`config.mk`:
```
export PLATFORM = sky130hd
export DESIGN_NAME = ecg_highpass_notch_lowpass_chain
export DESIGN_NICKNAME = d
export VERILOG_FILES = /design/src/design/ehnl_pkg.sv /design/src/design/ehnl_mul.sv /design/src/design/ecg_highpass_notch_lowpass_chain.sv
export SDC_FILE = /design/constraint.sdc
export NUM_CORES = 2
export LEC_CHECK = 0
export ABC_AREA = 1
export BUFFER_PORTS_ARGS = -buffer_cell sky130_fd_sc_hd__buf_2
export CAP_MARGIN = 30
export CORE_MARGIN = 1.5
export CORE_UTILIZATION = 45
export CTS_CLUSTER_SIZE = 30
export DETAILED_ROUTE_END_ITERATION = 16
export PLACE_DENSITY = 0.66
export SETUP_SLACK_MARGIN = 0.2
export SYNTH_ARGS = -nofsm -noshare
export SYNTH_HDL_FRONTEND = slang
export SYNTH_HIERARCHICAL = 1
export SYNTH_SLANG_ARGS = --single-unit
```
`constraint.sdc`:
```
create_clock -name clk -period 25.9 [get_ports clk]
set_input_delay 0 -clock clk [delete_from_list [all_inputs] [get_ports clk]]
set_output_delay 0 -clock clk [all_outputs]
set_load 0.01 [all_outputs]
```
`src/design/ehnl_pkg.sv`:
```
// ehnl_pkg: widths, register indexes, reset values and sequencer states
// shared by the ecg filter chain top level and its multiplier unit
// no dependencies
package ehnl_pkg;

    localparam int SAMPLE_W   = 16;
    localparam int COEF_W     = 24;
    localparam int MUL_COEF_W = COEF_W + 1;
    localparam int SIG_W      = 32;
    localparam int OUT_W      = 24;
    localparam int PROD_W     = MUL_COEF_W + SIG_W;
    localparam int CFG_IDX_W  = 3;

    localparam logic [CFG_IDX_W-1:0] CFG_HIGHPASS_POLE = 3'd0;
    localparam logic [CFG_IDX_W-1:0] CFG_NOTCH_GAIN    = 3'd1;
    localparam logic [CFG_IDX_W-1:0] CFG_NOTCH_A1      = 3'd2;
    localparam logic [CFG_IDX_W-1:0] CFG_NOTCH_A2      = 3'd3;
    localparam logic [CFG_IDX_W-1:0] CFG_LOWPASS_GAIN  = 3'd4;
    localparam logic [CFG_IDX_W-1:0] CFG_LOWPASS_A1    = 3'd5;
    localparam logic [CFG_IDX_W-1:0] CFG_LOWPASS_A2    = 3'd6;

    localparam logic signed [COEF_W-1:0] RST_HIGHPASS_POLE = 24'sd4166655;
    localparam logic signed [COEF_W-1:0] RST_NOTCH_GAIN    = 24'sd4145055;
    localparam logic signed [COEF_W-1:0] RST_NOTCH_A1      = -24'sd5813540;
    localparam logic signed [COEF_W-1:0] RST_NOTCH_A2      = 24'sd4095801;
    localparam logic signed [COEF_W-1:0] RST_LOWPASS_GAIN  = 24'sd211334;
    localparam logic signed [COEF_W-1:0] RST_LOWPASS_A1    = -24'sd5336773;
    localparam logic signed [COEF_W-1:0] RST_LOWPASS_A2    = 24'sd1987799;

    typedef enum logic [3:0] {
        ST_IDLE,
        ST_HP_DIFF,
        ST_HP_MUL,
        ST_HP_OUT,
        ST_NY_MUL,
        ST_NY,
        ST_NZ1_A,
        ST_NZ1_B,
        ST_NZ_UPD,
        ST_LY,
        ST_LZ1_A,
        ST_LZ1_B,
        ST_LZ_UPD
    } state_t;

    typedef struct packed {
        logic                  en;
        logic [MUL_COEF_W-1:0] coef;
        logic [SIG_W-1:0]      sig;
    } mul_req_t;

endpackage

```
`src/design/ehnl_mul.sv`:
```
// ehnl_mul: shared registered coefficient by signal multiplier
// splits the product into its floor at signal scale and the rounding bit
// depends on ehnl_pkg
module ehnl_mul
    import ehnl_pkg::*;
#(
    parameter int COEF_FRAC_BITS = 22
)
(
    input  logic                                    clk,
    input  mul_req_t                                req,
    output logic signed [PROD_W-COEF_FRAC_BITS-1:0] quot,
    output logic                                    round_bit
);

    logic signed [PROD_W-1:0] prod_reg;
    logic signed [PROD_W-1:0] prod_next;

    always_comb
    begin
        prod_next = $signed(req.coef) * $signed(req.sig);
    end

    always_ff @(posedge clk)
    begin
        if (req.en)
        begin
            prod_reg <= prod_next;
        end
    end

    assign quot      = $signed(prod_reg[PROD_W-1:COEF_FRAC_BITS]);
    assign round_bit = prod_reg[COEF_FRAC_BITS-1];

endmodule

```
`src/design/ecg_highpass_notch_lowpass_chain.sv`:
```
// ecg_highpass_notch_lowpass_chain: one-pole high-pass, notch biquad and
// low-pass biquad on a single shared multiplier under a step sequencer
// depends on ehnl_pkg and ehnl_mul
//
// usage:
//   s_tdata carries one signed adc sample per transfer, m_tdata one filtered
//   signed q16.8 sample saturated to 24 bits, one result per sample.
//   coefficients are written through cfg_we / cfg_index / cfg_data while the
//   block is idle; index 7 is ignored.
// sequencing:
//   an accepted sample walks through 12 sequencer steps, nine of them share
//   the one 25x32 multiplier; the result is registered on the last step,
//   where m_tvalid is set. s_tready is high only in the idle step, so a new
//   sample is taken only after the last step for the previous one.
// reset:
//   rst_n clears the sequencer, the output valid, all filter state and loads
//   the default coefficients.
// stall:
//   the output register frees the input side: a new sample is taken while a
//   result waits. if the next result is ready before the previous one left,
//   the last step holds until m_tready takes the waiting transfer.
module ecg_highpass_notch_lowpass_chain
    import ehnl_pkg::*;
#(
    parameter int COEF_FRAC_BITS   = 22,
    parameter int SIGNAL_FRAC_BITS = 8
)
(
    input  logic                  clk,
    input  logic                  rst_n,
    input  logic                  s_tvalid,
    output logic                  s_tready,
    input  logic [15:0]           s_tdata,   // [15:0] sample
    output logic                  m_tvalid,
    input  logic                  m_tready,
    output logic [23:0]           m_tdata,   // [23:0] filtered
    input  logic                  cfg_we,
    input  logic [CFG_IDX_W-1:0]  cfg_index,
    input  logic [COEF_W-1:0]     cfg_data
);

    localparam int Q_W   = PROD_W - COEF_FRAC_BITS;
    localparam int ACC_W = ((Q_W > SIG_W) ? Q_W : SIG_W) + 2;

    function automatic logic signed [ACC_W-1:0] acc_op(
        input logic signed [ACC_W-1:0] a,
        input logic signed [Q_W-1:0]   q,
        input logic                    rb,
        input logic                    sub
    );
        logic signed [ACC_W-1:0] r;
        r = ACC_W'(q) + ACC_W'({1'b0, rb});
        return sub ? (a - r) : (a + r);
    endfunction

    function automatic logic signed [SIG_W-1:0] sat_sig(input logic signed [ACC_W-1:0] v);
        logic [ACC_W-SIG_W:0] top;
        top = v[ACC_W-1:SIG_W-1];
        if (top == '0 || top == '1)
            return v[SIG_W-1:0];
        else if (v[ACC_W-1])
            return {1'b1, {(SIG_W-1){1'b0}}};
        else
            return {1'b0, {(SIG_W-1){1'b1}}};
    endfunction

    function automatic logic [OUT_W-1:0] sat_out(input logic signed [SIG_W-1:0] v);
        logic [SIG_W-OUT_W:0] top;
        top = v[SIG_W-1:OUT_W-1];
        if (top == '0 || top == '1)
            return v[OUT_W-1:0];
        else if (v[SIG_W-1])
            return {1'b1, {(OUT_W-1){1'b0}}};
        else
            return {1'b0, {(OUT_W-1){1'b1}}};
    endfunction

    state_t state_reg, state_next;

    logic signed [COEF_W-1:0] hp_pole_reg, n_gain_reg, n_a1_reg, n_a2_reg;
    logic signed [COEF_W-1:0] l_gain_reg, l_a1_reg, l_a2_reg;

    logic signed [SIG_W-1:0] hp_prev_out_reg, hp_prev_in_reg;
    logic signed [SIG_W-1:0] n_d1_reg, n_d2_reg, l_d1_reg, l_d2_reg;

    logic signed [SIG_W-1:0] x_reg, diff_reg, hp_reg, ny_reg, ly_reg;
    logic signed [ACC_W-1:0] feed_reg, acc_reg;

    logic              m_tvalid_reg;
    logic [OUT_W-1:0]  m_tdata_reg;
    logic              out_free;

    mul_req_t                mul_req;
    logic signed [Q_W-1:0]   quot;
    logic                    round_bit;
    logic signed [ACC_W-1:0] diff_sum;

    ehnl_mul #(
        .COEF_FRAC_BITS (COEF_FRAC_BITS)
    ) u_mul (
        .clk       (clk),
        .req       (mul_req),
        .quot      (quot),
        .round_bit (round_bit)
    );

    assign out_free = !m_tvalid_reg || m_tready;
    assign m_tvalid = m_tvalid_reg;
    assign m_tdata  = m_tdata_reg;
    assign diff_sum = ACC_W'(hp_prev_out_reg) + ACC_W'(x_reg) - ACC_W'(hp_prev_in_reg);

    // next state
    always_comb
    begin
        state_next = state_reg;
        unique case (state_reg)
            ST_IDLE:    if (s_tvalid) state_next = ST_HP_DIFF;
            ST_HP_DIFF: state_next = ST_HP_MUL;
            ST_HP_MUL:  state_next = ST_HP_OUT;
            ST_HP_OUT:  state_next = ST_NY_MUL;
            ST_NY_MUL:  state_next = ST_NY;
            ST_NY:      state_next = ST_NZ1_A;
            ST_NZ1_A:   state_next = ST_NZ1_B;
            ST_NZ1_B:   state_next = ST_NZ_UPD;
            ST_NZ_UPD:  state_next = ST_LY;
            ST_LY:      state_next = ST_LZ1_A;
            ST_LZ1_A:   state_next = ST_LZ1_B;
            ST_LZ1_B:   state_next = ST_LZ_UPD;
            ST_LZ_UPD:  if (out_free) state_next = ST_IDLE;
            default:    state_next = ST_IDLE;
        endcase
    end

    // multiplier operands and handshake
    always_comb
    begin
        s_tready     = 1'b0;
        mul_req.en   = 1'b1;
        mul_req.coef = '0;
        mul_req.sig  = '0;
        unique case (state_reg)
            ST_IDLE:
            begin
                s_tready   = 1'b1;
                mul_req.en = 1'b0;
            end
            ST_HP_MUL:
            begin
                mul_req.coef = MUL_COEF_W'(hp_pole_reg);
                mul_req.sig  = diff_reg;
            end
            ST_NY_MUL:
            begin
                mul_req.coef = MUL_COEF_W'(n_gain_reg);
                mul_req.sig  = hp_reg;
            end
            ST_NY:
            begin
                mul_req.coef = MUL_COEF_W'(n_a1_reg);
                mul_req.sig  = hp_reg;
            end
            ST_NZ1_A:
            begin
                mul_req.coef = MUL_COEF_W'(n_a1_reg);
                mul_req.sig  = ny_reg;
            end
            ST_NZ1_B:
            begin
                mul_req.coef = MUL_COEF_W'(n_a2_reg);
                mul_req.sig  = ny_reg;
            end
            ST_NZ_UPD:
            begin
                mul_req.coef = MUL_COEF_W'(l_gain_reg);
                mul_req.sig  = ny_reg;
            end
            ST_LY:
            begin
                mul_req.coef = {l_gain_reg, 1'b0};
                mul_req.sig  = ny_reg;
            end
            ST_LZ1_A:
            begin
                mul_req.coef = MUL_COEF_W'(l_a1_reg);
                mul_req.sig  = ly_reg;
            end
            ST_LZ1_B:
            begin
                mul_req.coef = MUL_COEF_W'(l_a2_reg);
                mul_req.sig  = ly_reg;
            end
            ST_HP_DIFF, ST_HP_OUT, ST_LZ_UPD:
            begin
                mul_req.en = 1'b0;
            end
            default:
            begin
                mul_req.en = 1'b0;
            end
        endcase
    end

    always_ff @(posedge clk or negedge rst_n)
    begin
        if (!rst_n)
        begin
            state_reg <= ST_IDLE;
        end
        else
        begin
            state_reg <= state_next;
        end
    end

    // coefficient registers
    always_ff @(posedge clk or negedge rst_n)
    begin
        if (!rst_n)
        begin
            hp_pole_reg <= RST_HIGHPASS_POLE;
            n_gain_reg  <= RST_NOTCH_GAIN;
            n_a1_reg    <= RST_NOTCH_A1;
            n_a2_reg    <= RST_NOTCH_A2;
            l_gain_reg  <= RST_LOWPASS_GAIN;
            l_a1_reg    <= RST_LOWPASS_A1;
            l_a2_reg    <= RST_LOWPASS_A2;
        end
        else if (cfg_we)
        begin
            unique case (cfg_index)
                CFG_HIGHPASS_POLE: hp_pole_reg <= cfg_data;
                CFG_NOTCH_GAIN:    n_gain_reg  <= cfg_data;
                CFG_NOTCH_A1:      n_a1_reg    <= cfg_data;
                CFG_NOTCH_A2:      n_a2_reg    <= cfg_data;
                CFG_LOWPASS_GAIN:  l_gain_reg  <= cfg_data;
                CFG_LOWPASS_A1:    l_a1_reg    <= cfg_data;
                CFG_LOWPASS_A2:    l_a2_reg    <= cfg_data;
                default:           ;
            endcase
        end
    end

    // filter state and output register
    always_ff @(posedge clk or negedge rst_n)
    begin
        if (!rst_n)
        begin
            hp_prev_out_reg <= '0;
            hp_prev_in_reg  <= '0;
            n_d1_reg        <= '0;
            n_d2_reg        <= '0;
            l_d1_reg        <= '0;
            l_d2_reg        <= '0;
            m_tvalid_reg    <= 1'b0;
        end
        else
        begin
            if (state_reg == ST_LZ_UPD && out_free)
            begin
                m_tvalid_reg <= 1'b1;
            end
            else if (m_tready)
            begin
                m_tvalid_reg <= 1'b0;
            end
            unique case (state_reg)
                ST_HP_OUT:
                begin
                    hp_prev_out_reg <= sat_sig(acc_op('0, quot, round_bit, 1'b0));
                    hp_prev_in_reg  <= x_reg;
                end
                ST_NZ_UPD:
                begin
                    n_d1_reg <= sat_sig(acc_reg);
                    n_d2_reg <= sat_sig(acc_op(feed_reg, quot, round_bit, 1'b1));
                end
                ST_LZ_UPD:
                begin
                    if (out_free)
                    begin
                        l_d1_reg <= sat_sig(acc_reg);
                        l_d2_reg <= sat_sig(acc_op(feed_reg, quot, round_bit, 1'b1));
                    end
                end
                default: ;
            endcase
        end
    end

    // working registers
    always_ff @(posedge clk)
    begin
        unique case (state_reg)
            ST_IDLE:
            begin
                m_tdata_reg <= m_tdata_reg;
                if (s_tvalid)
                begin
                    x_reg <= SIG_W'($signed(s_tdata)) <<< SIGNAL_FRAC_BITS;
                end
            end
            ST_HP_DIFF: diff_reg <= sat_sig(diff_sum);
            ST_HP_OUT:  hp_reg   <= sat_sig(acc_op('0, quot, round_bit, 1'b0));
            ST_NY:
            begin
                feed_reg <= acc_op('0, quot, round_bit, 1'b0);
                ny_reg   <= sat_sig(acc_op(ACC_W'(n_d1_reg), quot, round_bit, 1'b0));
            end
            ST_NZ1_A:   acc_reg <= acc_op(ACC_W'(n_d2_reg), quot, round_bit, 1'b0);
            ST_NZ1_B:   acc_reg <= acc_op(acc_reg, quot, round_bit, 1'b1);
            ST_LY:
            begin
                feed_reg <= acc_op('0, quot, round_bit, 1'b0);
                ly_reg   <= sat_sig(acc_op(ACC_W'(l_d1_reg), quot, round_bit, 1'b0));
            end
            ST_LZ1_A:   acc_reg <= acc_op(ACC_W'(l_d2_reg), quot, round_bit, 1'b0);
            ST_LZ1_B:   acc_reg <= acc_op(acc_reg, quot, round_bit, 1'b1);
            ST_LZ_UPD:
            begin
                if (out_free)
                begin
                    m_tdata_reg <= sat_out(ly_reg);
                end
            end
            default: ;
        endcase
    end

    assert property (@(posedge clk) disable iff (!rst_n)
        s_tvalid && s_tready |=> state_reg == ST_HP_DIFF)
        else $error("accepted sample did not start the sequence");

    assert property (@(posedge clk) disable iff (!rst_n)
        state_reg != ST_IDLE |-> !s_tready)
        else $error("input ready while busy");

    assert property (@(posedge clk) disable iff (!rst_n)
        state_reg == ST_LZ_UPD && !out_free |=> state_reg == ST_LZ_UPD && m_tvalid)
        else $error("last step left while the output was blocked");

    assert property (@(posedge clk) disable iff (!rst_n)
        state_reg == ST_LZ_UPD && out_free |=> m_tvalid && state_reg == ST_IDLE)
        else $error("result not presented after the last step");

endmodule

```
Yosys cells after proc, flatten, opt, wreduce, memory -nomap -nowiden --
Index checks and enable logic that the tools add are counted.
Operators by class: add/subtract/negate cells 9, multiply operators 1, equal/unequal tests 27, reductions and logical operators 34, muxes and demuxes 23
Operators by type and width (number):
- 57-bit one-hot mux with 9 select lines | 1
- 32-bit two-way mux | 12
- 32-bit by 36-bit adder with 37-bit output | 4
- 37-bit one-hot mux with 3 select lines | 1
- 25-bit by 32-bit multiplier with 57-bit output | 1
- 4-bit one-hot mux with 13 select lines | 1
- 24-bit two-way mux | 2
- 36-bit by 36-bit subtractor with 37-bit output | 1
- 37-bit by 36-bit subtractor with 37-bit output | 1
- 35-bit by 2-bit adder with 36-bit output | 1
- 6-bit == test, second input constant | 6
- 6-bit logical NOT | 6
- 33-bit by 24-bit subtractor with 34-bit output | 1
- 32-bit by 24-bit adder with 33-bit output | 1
- 4-bit == test, second input constant | 5
- 2-bit AND reduction | 10
- 4-bit by 3-bit == test with 1-bit output, second input constant | 4
- 3-bit == test, second input constant | 3
- 9-bit == test, second input constant | 1
- 9-bit logical NOT | 1
- 9-bit OR reduction | 1
- 4-bit by 2-bit == test with 1-bit output, second input constant | 2
- 1-bit logical OR | 8
- 4-bit two-way mux | 2
- other kinds (12) | 18
Word-level totals: register bits 647, logic and storage cells 118

Longest topological paths before layout --
word-level depth 5, depth in mapped cells 40

Modules after synthesis --
Netlist, hierarchy kept.
Modules (own cells, without submodules):
- ecg_highpass_notch_lowpass_chain | cells an instance 5091, sequential area each 16095.4 µm², times used 1, area an instance 39026.2 µm²
- ehnl_mul | cells an instance 3971, sequential area each 1081.0 µm², times used 1, area an instance 30960.9 µm²

Least setup slack after synthesis --
Ideal clock, no wire load.
path kind reg-to-reg, start reg state_reg[3], end reg u_mul.prod_reg[56] (data pin), period minus slack after synthesis 9.195 ns, cell stages (with the launch flop) 32, setup time 0.252 ns, buffers on the path 2, setup slack 16.705 ns, arrival time 8.943 ns, cells stage by stage dfrtp_1 -> inv_1 -> nor2_1 -> clkinv_1 -> nor2_1 -> inv_1 -> clkbuf_1 -> o22ai_1 -> a221oi_1 -> nand2_1 -> clkbuf_1 -> nand2_1 -> inv_1 -> fa_1 -> fa_1 -> inv_1 -> fa_1 -> inv_1 -> fa_1 -> fa_1 -> fa_1 -> fa_1 -> ha_1 -> a21oi_1 -> a21boi_0 -> nand2_1 -> nand2_1 -> nand2_1 -> a21oi_1 -> nand2_1 -> nand2_1 -> nand2_1
RTL lines:
- from (decl) | RTL line ecg_highpass_notch_lowpass_chain.sv:78 | state_t state_reg, state_next;
- from (signal assigned) | RTL line ecg_highpass_notch_lowpass_chain.sv:211 | state_reg <= state_next;
- to (signal assigned) | RTL line ehnl_mul.sv:28 | prod_reg <= prod_next;
- to (decl) | RTL line ehnl_mul.sv:16 | logic signed [PROD_W-1:0] prod_reg;

==> impl_metrics.csv <==
group,metric,value,unit
status,outcome,"finished, violations left",
status,violations,"DRC",
timing,maxSlewViolCount,0,
final_layout,layout.nets,10310,
grt,overflow,0,
final_layout,area_growth,8.749,%
die,initial_utilization,0.4538,
grt,grt_pass1_wl,379600,µm
clock_network,cts_sinks,626,
critical_path,regToRegEndpoint,"u_mul/prod_reg[38]",
clock_network,cts_buffers,77,
clock_network,clockRootBuffer,"clkbuf_16",
placed_design,portBuffers,73,
drt,wl_per_cell,22.49,µm
final_layout,layout_commonest_cell,"nand2_1",
logic_synthesis,async_reset_ff_frac,0.5575,
timing,max_slew.worst_pin.slew,1087,ps
grt,antenna_found_initial,10,
clock_network,clk_pin_slew_worst_paths,60,ps
timing,skew,57.64,ps
logic_synthesis,ys_ff_latch,626,
timing,fmax,0.09632,GHz
timing,period_needed,10380,ps
critical_path,critPathTopFamily,"adder cells",
logic_synthesis,yosysUniqueCellTypes,68,
timing,finalWorstSetupSlack,15520,ps
placed_design,dp_slack,15800,ps
worst_hold_path,hold_class,"in -> reg",
die,dieWidth,397.4,µm
critical_path,rr_startpoint,"state_reg[1]",
worst_hold_path,hold_start,"s_tdata[1]",
drt,postRouteAntennaNets,0,
critical_path,setup.worst_path.start_class,"register",
die,io_pins,74,
placed_design,routabilityCongestion,0.9650,
timing,rsz0062_at_grt,"false",
die,core,154200,µm²
critical_path,cp_max_fo,101,
die,die-area,157900,µm²
die,num_rows,144,
clock_network,postCtsSetupBuffers,0,
logic_synthesis,ys_seq_area_frac,0.2454,
logic_synthesis,syn_area,69990,µm²
critical_path,cpPeakStageDelay,790,ps
final_layout,layout_common_cells,"nand2_1, inv_1, fa_1, o21ai_0, nor2_1",
placed_design,dp_hpwl,191500,µm
timing,setup_tns,0,ps
drt,drc_errors,8,
grt,grt_pass1_vias,62253,
worst_hold_path,hold_end,"x_reg[9]",
critical_path,reg2regPathDepth,31,
die,die_height,397.4,µm
flow_run,cap_violations,0,
critical_path,cpMostUsedCell,"inv_1",
logic_synthesis,synthCells,9062,
logic_synthesis,avgSynthCellArea,7.723,µm²
worst_hold_path,hold_depth,2,
critical_path,criticalPathCategory,"reg -> reg",
clock_network,tritoncts,"yes",
drt,drtPass1Iterations,14,
final_layout,drive_gt1_frac,0.06697,
critical_path,crit_buf_inv,10,
grt,grt_use_total,0.3209,
timing,setup_viol,0,
critical_path,critical_path_arrival,10810,ps
logic_synthesis,synth_edf_count,277,
critical_path,regToRegSetupSlack,15520,ps
clock_network,htreeDepth,3,
critical_path,cp-end-kind,"register",
timing,hold_viol_final,0,
critical_path,cp_slowest_cell,"nand2_2",
clock_network,cts_buffer_depth,3,
grt,grt_start_max_net_pins,131,
logic_synthesis,ys.flop_type,"edfxtp_1",
drt,drt_iter0_markers,6170,
timing,maxSlewHeadroom,0.2751,
logic_synthesis,synth_nets,10298,
timing,finalCritPeriodShare,0.4008,
drt,vias,61153,
critical_path,cp.required,26330,ps
drt,via_per_inst,5.466,
clock_network,clk_latency,730,ps
logic_synthesis,ys_warn_count,6,
drt,routed_wl,251600,µm
final_layout,largest_reg_flops,37,
==> synthesized netlist by cell type (all sizes together) (9+ instances only) <==
library cell  number  area [µm²]
o21a              20       150.1
a32o              10       100.1
edfxtp           277        8318
o21bai            41       334.1
a21o              16       120.1
clkbuf           296        1112
a21boi            16       120.1
o21ai            535        2685
a21oi            351        1760
a31oi             52       325.3
nand3            235        1271
ha               341        4267
nor4              19       118.9
nand4             86       538.0
buf               41       286.5
nand2           2817       10830
nor3              42       220.2
xnor2             64       560.5
a221oi            40       350.3
or2               15       93.84
o22ai             16       100.1
inv             1856        6967
o31ai             10       75.07
fa               847       16960
a211oi            10       75.07
dfrtp            249        6231
xor2             125        1110
a22oi              9       67.56
dfstp            100        2628
nor2             486        1913
==> how the worst max path moves through the flow <==
stage,start,endpoint,slack [ps],depth (start not counted)
after global placement,state_reg[1],u_mul/prod_reg[38],15910,29
after detailed placement,state_reg[1],u_mul/prod_reg[48],15800,30
after CTS,state_reg[1],u_mul/prod_reg[56],15780,30
final,state_reg[1],u_mul/prod_reg[38],15520,31
after floorplan,state_reg[3],u_mul/prod_reg[56],16700,31
after global routing,state_reg[1],u_mul/prod_reg[56],15150,31
==> cell type report <==
class | instances | area, µm²
Multi-Input combinational cell | 6239 | 44590
Timing Repair Buffer | 270 | 2121
Clock inverter | 35 | 508.0
Tap cell | 2044 | 2557
Antenna cell | 5 | 12.51
Sequential cell | 626 | 17180
Fill cell | 15124 | 78120
Inverter | 1860 | 6983
Clock buffer | 109 | 2158
==> worst register-to-register path: cells and delay by family, from the launching register on <==
kind,cells,cell delay [ps]
buffers and inverters,10,2100
adders and majority gates,8,3760
AOI/OAI and AO/OA,5,1310
DFF,1,340
and+or+nand+nor,8,2610
==> metal layers <==
| layer | wire length, µm | global-route usage |
|---|---|---|
| met4 | 16060 | 0.1813 |
| met2 | 114100 | 0.5111 |
| met5 | 49 | 0 |
| met1 | 97840 | 0.4057 |
| met3 | 23510 | 0.06754 |
==> logic make-up (layout without fill, tap and decap cells) <==
kind of cell / count (synthesis) / in the layout / share of synthesized area
AO/OA/AOI/OAI: 1148 / 1148 / 0.09218
adder cells (fa/ha/maj): 1188 / 1188 / 0.3032
buffers and inverters: 2197 / 2274 / 0.1197
flip-flops: 626 / 626 / 0.2454
XOR/XNOR: 189 / 189 / 0.02387
other: 0 / 5 / 0
AND/OR/NAND/NOR: 3714 / 3714 / 0.2155
==> metrics by stage <==
step / hold WS (ps) / utilization / area, µm² / cells
3_5_place_dp: 97.61 / 0.4717 / 72750 / 10975
6_report: 33.46 / 0.4935 / 76110 / 11188
3_3_place_gp: 100.3 / 0.4708 / 72610 / 10963
5_1_grt: 32.17 / 0.4934 / 76100 / 11183
4_1_cts: 5.149 / 0.4931 / 76060 / 11181
2_1_floorplan: -295.6 / - / 69990 / 9062
==> repair_timing <==
action | CTS | global route
endpoints found under the hold margin | 292 | 0
hold buffers | 62 | 0
endpoints found under the setup margin | 0 | 0
resized for setup | 0 | 0
Power is left out: the tool's default activity adds up to more than one toggle a clock period on the data nets, which glitch-free logic cannot reach.
